**config.mk**
```make
export PLATFORM = sky130hd
export DESIGN_NAME = xoloc_tracker
export DESIGN_NICKNAME = d
export VERILOG_FILES = /design/src/sv/xoloc_pkg.sv /design/src/sv/xoloc_tracker.sv
export SDC_FILE = /design/constraint.sdc
export NUM_CORES = 1
export LEC_CHECK = 0
export BUFFER_PORTS_ARGS = -buffer_cell sky130_fd_sc_hd__buf_2
export CAP_MARGIN = 20
export CORE_ASPECT_RATIO = 0.75
export CORE_MARGIN = 4
export CORE_UTILIZATION = 53
export CTS_CLUSTER_DIAMETER = 200
export CTS_CLUSTER_SIZE = 24
export DETAILED_ROUTE_END_ITERATION = 8
export PLACE_DENSITY = 0.81
export SYNTH_ARGS = -nofsm -noshare
export SYNTH_HDL_FRONTEND = slang
export SYNTH_SLANG_ARGS = --single-unit
export TNS_END_PERCENT = 5
```
**constraint.sdc**
```tcl
create_clock -name aclk -period 3.65 [get_ports aclk]
set_input_delay 0.73 -clock aclk [delete_from_list [all_inputs] [get_ports aclk]]
set_output_delay 0.73 -clock aclk [all_outputs]
set_load 0.005 [all_outputs]
```
**src/sv/xoloc_pkg.sv**
```systemverilog
// shared types, constants and lookup functions for the crossover locator
// used by xoloc_tracker, crossover_locator_core and xoloc_checker; no dependencies
package xoloc_pkg;

    localparam int MAX_MARKERS   = 4096;
    localparam int MARKER_W      = $clog2(MAX_MARKERS);
    localparam int POSITION_BITS = 24;
    localparam int GENO_W        = 3;
    localparam int FIELD_W       = 13;

    localparam logic [MARKER_W-1:0] MARKER_LAST = MARKER_W'(MAX_MARKERS - 1);
    localparam logic [FIELD_W-1:0]  TYPED_MAX   = {FIELD_W{1'b1}};

    // floor(x/3) for x < 2**(POSITION_BITS+2): multiply by ceil(2**k/3), shift by k
    localparam int               DIV3_SHIFT = POSITION_BITS + 4;
    localparam int               DIV3_W     = DIV3_SHIFT - 1;
    localparam logic [DIV3_W-1:0] DIV3_MUL  = DIV3_W'(((64'd1 << DIV3_SHIFT) + 64'd2) / 64'd3);

    // configuration register map
    localparam logic REG_CROSS_TYPE = 1'b0;
    localparam logic CROSS_BACK     = 1'b0;
    localparam logic CROSS_INTER    = 1'b1;

    // bus widths and field offsets
    localparam int S_TDATA_W = 32;
    localparam int M_TDATA_W = 128;
    localparam int PADDR_W   = 3;

    localparam int OFS_LOC   = 0;
    localparam int OFS_LPOS  = OFS_LOC + POSITION_BITS;
    localparam int OFS_RPOS  = OFS_LPOS + POSITION_BITS;
    localparam int OFS_LIDX  = OFS_RPOS + POSITION_BITS;
    localparam int OFS_RIDX  = OFS_LIDX + FIELD_W;
    localparam int OFS_XNUM  = OFS_RIDX + FIELD_W;
    localparam int OFS_TBTW  = OFS_XNUM + FIELD_W;
    localparam int OUT_USED  = OFS_TBTW + FIELD_W;

    typedef logic [POSITION_BITS-1:0] pos_t;
    typedef logic [FIELD_W-1:0]       field_t;

    // one detected crossover event, one or two result beats
    typedef struct packed {
        logic   valid;
        logic   two;
        pos_t   left_pos;
        pos_t   right_pos;
        field_t left_idx;
        field_t right_idx;
        field_t ordinal;
        field_t between;
    } job_t;

    function automatic field_t one_based(input logic [MARKER_W-1:0] i);
        return FIELD_W'(i) + FIELD_W'(1);
    endfunction

    // intercross: number of crossovers for a move from cur to g
    function automatic logic [1:0] ic_count(input logic [GENO_W-1:0] g,
                                            input logic [GENO_W-1:0] cur);
        logic [1:0] n;
        n = 2'd0;
        case ({g, cur})
            {3'd1, 3'd2}, {3'd1, 3'd5}, {3'd2, 3'd1}, {3'd2, 3'd3},
            {3'd3, 3'd2}, {3'd3, 3'd4}, {3'd4, 3'd3}, {3'd5, 3'd1}: n = 2'd1;
            {3'd1, 3'd3}, {3'd3, 3'd1}: n = 2'd2;
            default: n = 2'd0;
        endcase
        return n;
    endfunction

    // intercross: genotype remembered after a move from cur to g
    function automatic logic [GENO_W-1:0] ic_next(input logic [GENO_W-1:0] g,
                                                  input logic [GENO_W-1:0] cur);
        logic [GENO_W-1:0] nx;
        nx = cur;
        if (cur == 3'd0) begin
            nx = 3'd0;
        end else if (cur inside {[3'd1:3'd5]}) begin
            case (g)
                3'd1, 3'd2, 3'd3: nx = g;
                3'd4: nx = (cur == 3'd1) ? 3'd1 : ((cur == 3'd4) ? 3'd4 : 3'd2);
                3'd5: nx = (cur == 3'd3) ? 3'd3 : ((cur == 3'd5) ? 3'd5 : 3'd2);
                default: nx = cur;
            endcase
        end
        return nx;
    endfunction

endpackage

```
**src/sv/xoloc_tracker.sv**
```systemverilog
// per-individual marker tracking: remembered genotype, counters, crossover detection
// depends on xoloc_pkg
module xoloc_tracker (
    input  logic                                aclk,
    input  logic                                aresetn,
    input  logic                                in_accept,
    input  logic [xoloc_pkg::GENO_W-1:0]        genotype,
    input  xoloc_pkg::pos_t                     position,
    input  logic                                first_marker,
    input  logic                                cross_type,
    output xoloc_pkg::job_t                     job
);

    logic [xoloc_pkg::GENO_W-1:0]   cur_gen_reg, cur_gen_next;
    xoloc_pkg::pos_t                cur_pos_reg, cur_pos_next;
    logic [xoloc_pkg::MARKER_W-1:0] cur_idx_reg, cur_idx_next;
    logic [xoloc_pkg::MARKER_W-1:0] mark_cnt_reg, mark_cnt_next;
    xoloc_pkg::field_t              xo_cnt_reg, xo_cnt_next;
    xoloc_pkg::field_t              typed_cnt_reg, typed_cnt_next;

    logic [xoloc_pkg::MARKER_W-1:0] idx;
    xoloc_pkg::field_t              typed_inc;
    logic [1:0]                     nxo;
    logic [xoloc_pkg::GENO_W-1:0]   next_gen;

    always_comb begin
        cur_gen_next   = cur_gen_reg;
        cur_pos_next   = cur_pos_reg;
        cur_idx_next   = cur_idx_reg;
        mark_cnt_next  = mark_cnt_reg;
        xo_cnt_next    = xo_cnt_reg;
        typed_cnt_next = typed_cnt_reg;

        idx       = (mark_cnt_reg == xoloc_pkg::MARKER_LAST) ? '0 : mark_cnt_reg + 1'b1;
        typed_inc = (typed_cnt_reg < xoloc_pkg::TYPED_MAX) ? typed_cnt_reg + 1'b1
                                                           : typed_cnt_reg;
        if (cross_type == xoloc_pkg::CROSS_INTER) begin
            nxo      = xoloc_pkg::ic_count(genotype, cur_gen_reg);
            next_gen = xoloc_pkg::ic_next(genotype, cur_gen_reg);
        end else begin
            nxo      = 2'd1;
            next_gen = genotype;
        end

        job.valid     = 1'b0;
        job.two       = (nxo == 2'd2);
        job.left_pos  = cur_pos_reg;
        job.right_pos = position;
        job.left_idx  = xoloc_pkg::one_based(cur_idx_reg);
        job.right_idx = xoloc_pkg::one_based(idx);
        job.ordinal   = xo_cnt_reg;
        job.between   = (xo_cnt_reg == '0) ? '0 : typed_cnt_reg;

        if (in_accept) begin
            if (first_marker) begin
                cur_gen_next   = genotype;
                cur_pos_next   = position;
                cur_idx_next   = '0;
                mark_cnt_next  = '0;
                xo_cnt_next    = '0;
                typed_cnt_next = (genotype != '0) ? xoloc_pkg::field_t'(1) : '0;
            end else begin
                mark_cnt_next = idx;
                if (cur_gen_reg == '0) begin
                    // nothing typed yet: take this marker as the reference
                    cur_gen_next = genotype;
                    cur_pos_next = position;
                    cur_idx_next = idx;
                    if (genotype != '0) begin
                        typed_cnt_next = typed_inc;
                    end
                end else if (genotype == '0) begin
                    // untyped marker only advances the index
                end else if (genotype == cur_gen_reg) begin
                    cur_pos_next   = position;
                    cur_idx_next   = idx;
                    typed_cnt_next = typed_inc;
                end else begin
                    job.valid    = (nxo != 2'd0);
                    cur_gen_next = next_gen;
                    cur_pos_next = position;
                    cur_idx_next = idx;
                    if (nxo != 2'd0) begin
                        xo_cnt_next    = xo_cnt_reg + xoloc_pkg::FIELD_W'(nxo);
                        typed_cnt_next = xoloc_pkg::field_t'(1);
                    end else begin
                        typed_cnt_next = typed_inc;
                    end
                end
            end
        end
    end

    always_ff @(posedge aclk) begin
        if (!aresetn) begin
            cur_gen_reg   <= '0;
            cur_pos_reg   <= '0;
            cur_idx_reg   <= '0;
            mark_cnt_reg  <= '0;
            xo_cnt_reg    <= '0;
            typed_cnt_reg <= '0;
        end else begin
            cur_gen_reg   <= cur_gen_next;
            cur_pos_reg   <= cur_pos_next;
            cur_idx_reg   <= cur_idx_next;
            mark_cnt_reg  <= mark_cnt_next;
            xo_cnt_reg    <= xo_cnt_next;
            typed_cnt_reg <= typed_cnt_next;
        end
    end

endmodule

```
# Yosys cells after proc, flatten, opt, wreduce, memory -nomap -nowiden
# Cells that the tools add are included.
[totals]
ff_bits = 77
inputBits = 32
out_inout_bits = 102
elab_cells = 98
[op_classes]
n_addsub = 5
magnitude_cmp = 3
eq_ne = 30
muxes = 40
reduce_logical = 14
[op_table]
columns = ["op", "count"]
rows = [
  ["$mux 13", 13],
  ["$mux 24", 3],
  ["$mux 12", 5],
  ["$eq 6x5->1 const B", 5],
  ["$mux 3", 10],
  ["$add 12x1->13 const B", 2],
  ["$eq 6x4->1 const B", 3],
  ["$add 13x1->13 const B", 1],
  ["$add 13x2->13", 1],
  ["$logic_not 13->1", 1],
  ["$lt 13x13->1 const B", 1],
  ["$add 12x1->12 const B", 1],
  ["$eq 12x12->1 const B", 1],
  ["$eq 3x3->1 const B", 4],
  ["$eq 6x6->1 const B", 2],
  ["$reduce_and 5->1", 2],
  ["$eq 3x2->1 const B", 3],
  ["$ne 3x3->1 const B", 3],
  ["$pmux 3 s3", 1],
  ["$reduce_or 8->1", 1],
  ["$eq 3x1->1 const B", 2],
  ["$logic_not 3->1", 2],
  ["$mux 1", 6],
  ["$ne 2x2->1 const B", 3],
  ["other kinds (15)", 16],
]

# Longest topological paths before layout
[logic_depth]
depth_word = 10
ltp_mapped = 12
ltp_nobuf = 11

# Worst setup path after synthesis
# Ideal clock, no wire load.
[synth_timing]
path_kind = "input -> register"
start = "input port genotype[0] (netlist name)"
end = "register xo_cnt_reg[12]"
t_arrival_ns = 2.869
required_time_ns = 3.580
setup_slack_ns = 0.711
path_stages = 12
path_buffers = 2
cell_sequence = "buf_2 > buf_1 > nor4_1 > o21bai_1 > nand2_1 > ha_1 > fa_1 > and2_1 > nand2_1 > or2_2 > or4_1 > a21oi_1"
[synth_via]
elab_chain_cells = 10
word_cells_on_any_way = 27
[synth_rtl]
columns = ["element", "line_no", "rtl"]
rows = [
  ["from (decl)", "xoloc_tracker.sv:7", "input logic [xoloc_pkg::GENO_W-1:0] genotype,"],
  ["$eq 6x4->1, or another cell as far along", "xoloc_pkg.sv:62", "case ({g, cur})"],
  ["$reduce_or 8->1 or $reduce_or 2->1 (tied branches)", "xoloc_pkg.sv:62", ""],
  ["$pmux 2 s2", "xoloc_pkg.sv:62", ""],
  ["$mux 2", "xoloc_tracker.sv:37", "if (cross_type == xoloc_pkg::CROSS_INTER) begin"],
  ["$add 13x2->13", "xoloc_tracker.sv:84", "xo_cnt_next = xo_cnt_reg + xoloc_pkg::FIELD_W'(nxo);"],
  ["$mux 13", "xoloc_tracker.sv:83", "if (nxo != 2'd0) begin"],
  ["$mux 13", "xoloc_tracker.sv:74", "end else if (genotype == cur_gen_reg) begin"],
  ["$mux 13", "xoloc_tracker.sv:72", "end else if (genotype == '0) begin"],
  ["$mux 13", "xoloc_tracker.sv:64", "if (cur_gen_reg == '0) begin"],
  ["$mux 13", "xoloc_tracker.sv:55", "if (first_marker) begin"],
  ["to (signal assigned)", "xoloc_tracker.sv:107", "xo_cnt_reg <= xo_cnt_next;"],
  ["to (decl)", "xoloc_tracker.sv:18", "xoloc_pkg::field_t xo_cnt_reg, xo_cnt_next;"],
]
# Several ways; a longest one is shown, not always the timed one. The select of a mux whose other input is x is not followed.
# A chain may end at the register's enable or synchronous reset.

==> parameters.txt <==
Parameter                              Value

Timing
  Slew of the pin with the lowest slew margin ... 0.821 ns
  Part of the cycle the worst path needs ... 0.928
  Clock skew ... 0.00549 ns
  Unrepaired setup endpoints after global routing ... no
  Final min period ... 3.39 ns
  Total Negative Setup Slacks ... 0 ns
  Final hold violation count ... 0
  Achievable clock frequency ... 0.295 GHz
  Max-slew violation total from the final report ... 0
  Relative slew slack ... 0.448
  Setup-violating endpoint count in the final report ... 0

Floorplan
  Die Area ... 0.0107 sq mm
  Row Count ... 29
  Die outline width ... around 120 microns
  Number of placed I/O pins ... 134
  Initial standard-cell utilization of the core ... 0.557
  Die span in y ... just over 90 microns
  Total core area ... 0.00864 sq mm

Synth
  Cell types occupying the most area after synthesis ... sky130_fd_sc_hd__dfxtp_1, sky130_fd_sc_hd__nand2_1, sky130_fd_sc_hd__xnor2_1, sky130_fd_sc_hd__buf_4, sky130_fd_sc_hd__a21boi_1
  Count of mapped cells out of synthesis ... 627
  Warning count from the yosys run ... 0
  Library cell with the largest summed area after synthesis ... sky130_fd_sc_hd__dfxtp_1
  Async SR Flop Fraction ... 0
  Post-synth net total ... around 670
  Synthesized area ... 0.00481 sq mm
  Sequential cell area fraction in the yosys report ... 0.320
  Most repeated cell in the gate-level netlist after synthesis ... sky130_fd_sc_hd__nand2_1
  Most used standard cells in the synthesized netlist ... sky130_fd_sc_hd__nand2_1, sky130_fd_sc_hd__dfxtp_1, sky130_fd_sc_hd__nor2_1, sky130_fd_sc_hd__buf_4, sky130_fd_sc_hd__xnor2_1
  Yosys top cell area share ... 0.320
  Count of flip-flops with a built-in enable after synthesis ... 0
  Number of storage elements in the synthesis netlist ... 77
  Leading register cell type out of synthesis ... sky130_fd_sc_hd__dfxtp_1
  Synthesized area per cell ... 7.67 sq um
  Synth unique cells ... 60

Clock tree
  TritonCTS Sinks ... 77
  Hold-fix buffers at CTS ... 0
  Number of setup buffers added after CTS ... 0
  Number of buffers added by the clock tree synthesis step ... 9
  Post-cts sizing count ... 0
  Number of levels the H-tree was split into ... 3
  Worst-path clk slew ... 0.06 ns
  CTS max path bufs ... 2
  TritonCTS clock tree ... done
  Buffer cell driving the clock tree root ... sky130_fd_sc_hd__clkbuf_16
  Latest clock arrival within the worst-skew pair ... 0.34 ns

Layout
  Number of flip-flops under the largest register name ... 24
  Fraction of final layout cells with drive strength greater than 1 ... 0.235
  Diodes inserted ... 0
  Area growth from synthesis to layout ... 16.6%
  Final non-filler cell area ... between 0.005 and 0.006 sq mm
  Layout Nets ... 750

Worst setup path
  Critical path startpoint category ... flip-flop
  Required time of the critical path ... a little under 3 ns
  Endpoint type of the worst setup path ... output pin
  Crit path max-delay family ... simple AND/OR/NAND/NOR gates
  Worst reg2reg path startpoint ... cur_gen_reg[0]
  Maximum net fanout on the critical path ... 10
  Ordered cell list for the critical path ... ha_1 -> nand4_1 -> nor3_1 -> and3_1 -> xnor2_1 -> nor3_1 -> xnor2_1 -> buf_2
  Slowest-stage cell, CP ... sky130_fd_sc_hd__dfxtp_1
  Critical path startpoint ... mark_cnt_reg[1]
  Slowest Stage Delay on Critical Path ... 0.42 ns
  Buffers plus inverters on the worst setup path ... 1
  Arrival time of the worst setup path ... 2.66 ns
  Worst setup path category ... reg -> out

Detailed routing
  Final routed wire length divided by cell count ... 15.4 microns
  Remaining antenna violation count after routing ... 0
  Drt via density ... 5.71
  Iteration count of the initial detailed-routing pass ... 5
  First DRT Iteration DRCs ... about 420
  Number of vias after detailed routing ... 4706
  Post-detailed-route DRC marker count ... 0
  Detailed-route wire length ... 12700 microns

Global routing
  Initial antenna violation count ... 0
  Remaining Overflow, GRT ... 0
  First-pass GRT wire length ... 21300 microns
  Maximum number of pins on one net before global-route repair ... 49
  Global-route usage over all layers ... 0.237
  Vias in the first global route ... 4290

Hold path
  Hold Startpoint ... cur_pos_reg[1]
  Class of the worst hold path ... reg -> reg

Power and ir drop
  Sequential cell fraction of total power ... 0.425
  Part of the total power dissipated in the clock network ... 0.440
  Share of total power consumed by net switching ... 0.277
  Internal cell power ... 0.00152 W
  Peak supply drop ... between 0.2 and 0.3 mV
  Net switching power ... 0.000582 W
  Leakage component of the power ... 2.35 nW
  Power Density ... 374 mW/mm^2
  Part of the total power dissipated in combinational logic ... 0.135

Place
  Port Buffer Count ... 133
  Detailed-placement wirelength estimate ... 9190 microns
  Routability congestion estimate ... around 0.96
  Placed cell area ... 0.00528 sq mm

Job
  Number of max-cap violations ... 0

Outcome
  Outcome ... finished, final reports clean
[per-layer routing]
layer  global-route usage  wire [microns]  vias to the layer above
met3               0.0714             963                       16
li1                     -               -                     2344
met5                    0               0                        -
met2                0.369            5730                      192
met1                0.325            5810                     2154
met4               0.0517             171                        0
[layout by cell type (no fill, tap or decap), drive strengths merged, types with 17 or more instances in the layout]
master and n:
a21boi 31, nor2 37, inv 17, xnor2 30, nor2b 17, nand3 28, and2 21, o21ai 22
dfxtp 77, a21oi 26, buf 139, nand2 101
[power groups by stage]
| stage | logic [W] | registers (W) | clock network (W) |
|---|---|---|---|
| 4_1_cts | 0.000277 | 0.000892 | 0.000941 |
| 3_5_place_dp | 0.000275 | 0.000911 | 0 |
| 3_3_place_gp | 0.000267 | 0.000910 | 0 |
| 5_1_grt | 0.000314 | 0.000896 | 0.000969 |
| 2_1_floorplan | 0.000205 | 0.000905 | 0 |
| 6_report | 0.000283 | 0.000893 | 0.000924 |
[final cells by class]
cell class | count | area, sq um
clock buffer | 9 | 225
clock inverter | 7 | 81.3
fill | 765 | 3030
inverter | 14 | 52.6
multi-input combinational | 470 | 2850
sequential | 77 | 1540
tap | 108 | 135
timing repair buffer | 139 | 723
[logic make-up after synthesis]
| group | after synthesis | synth area share |
|---|---|---|
| buf+inv | 80 | 0.0887 |
| compound gates | 123 | 0.173 |
| simple gates | 294 | 0.313 |
| fa+ha+maj | 7 | 0.0198 |
| mux | 6 | 0.0125 |
| flops | 77 | 0.320 |
| xor+xnor | 40 | 0.0728 |
[worst paths after layout]
check | slack, ns | endpoint | cells past startpoint
worst max-delay path | 0.26 | job[37] | 8
worst min-delay path | 0.45 | cur_pos_reg[1] | 2
worst max register to register | 0.74 | xo_cnt_reg[12] | 11
worst min register to register | 0.45 | cur_pos_reg[1] | 2
[through the flow]
step           hold WS [ns]  setup slack, ns  power, W  utilization  std cells
2_1_floorplan         0.447            0.711   0.00111            -        627
3_3_place_gp          0.434            0.576   0.00118        0.612        807
3_5_place_dp          0.439            0.487   0.00119        0.612        807
4_1_cts               0.448            0.276   0.00211        0.647        823
5_1_grt               0.470           0.0173   0.00218        0.650        824
6_report              0.448            0.263   0.00210        0.650        824
[worst register-to-register path, cell delays in order (launching register included)]
cell and delay [ns]:
sky130_fd_sc_hd__dfxtp_1 0.65, sky130_fd_sc_hd__xor2_1 0.23, sky130_fd_sc_hd__a32oi_1 0.07, sky130_fd_sc_hd__o31a_1 0.28
sky130_fd_sc_hd__nand2_1 0.09, sky130_fd_sc_hd__ha_1 0.18, sky130_fd_sc_hd__fa_1 0.19, sky130_fd_sc_hd__and2_1 0.23
sky130_fd_sc_hd__nand2_1 0.07, sky130_fd_sc_hd__or2_2 0.30, sky130_fd_sc_hd__or4_1 0.40, sky130_fd_sc_hd__a21oi_1 0.14
No activity file was read; power rests on OpenSTA's default activity.
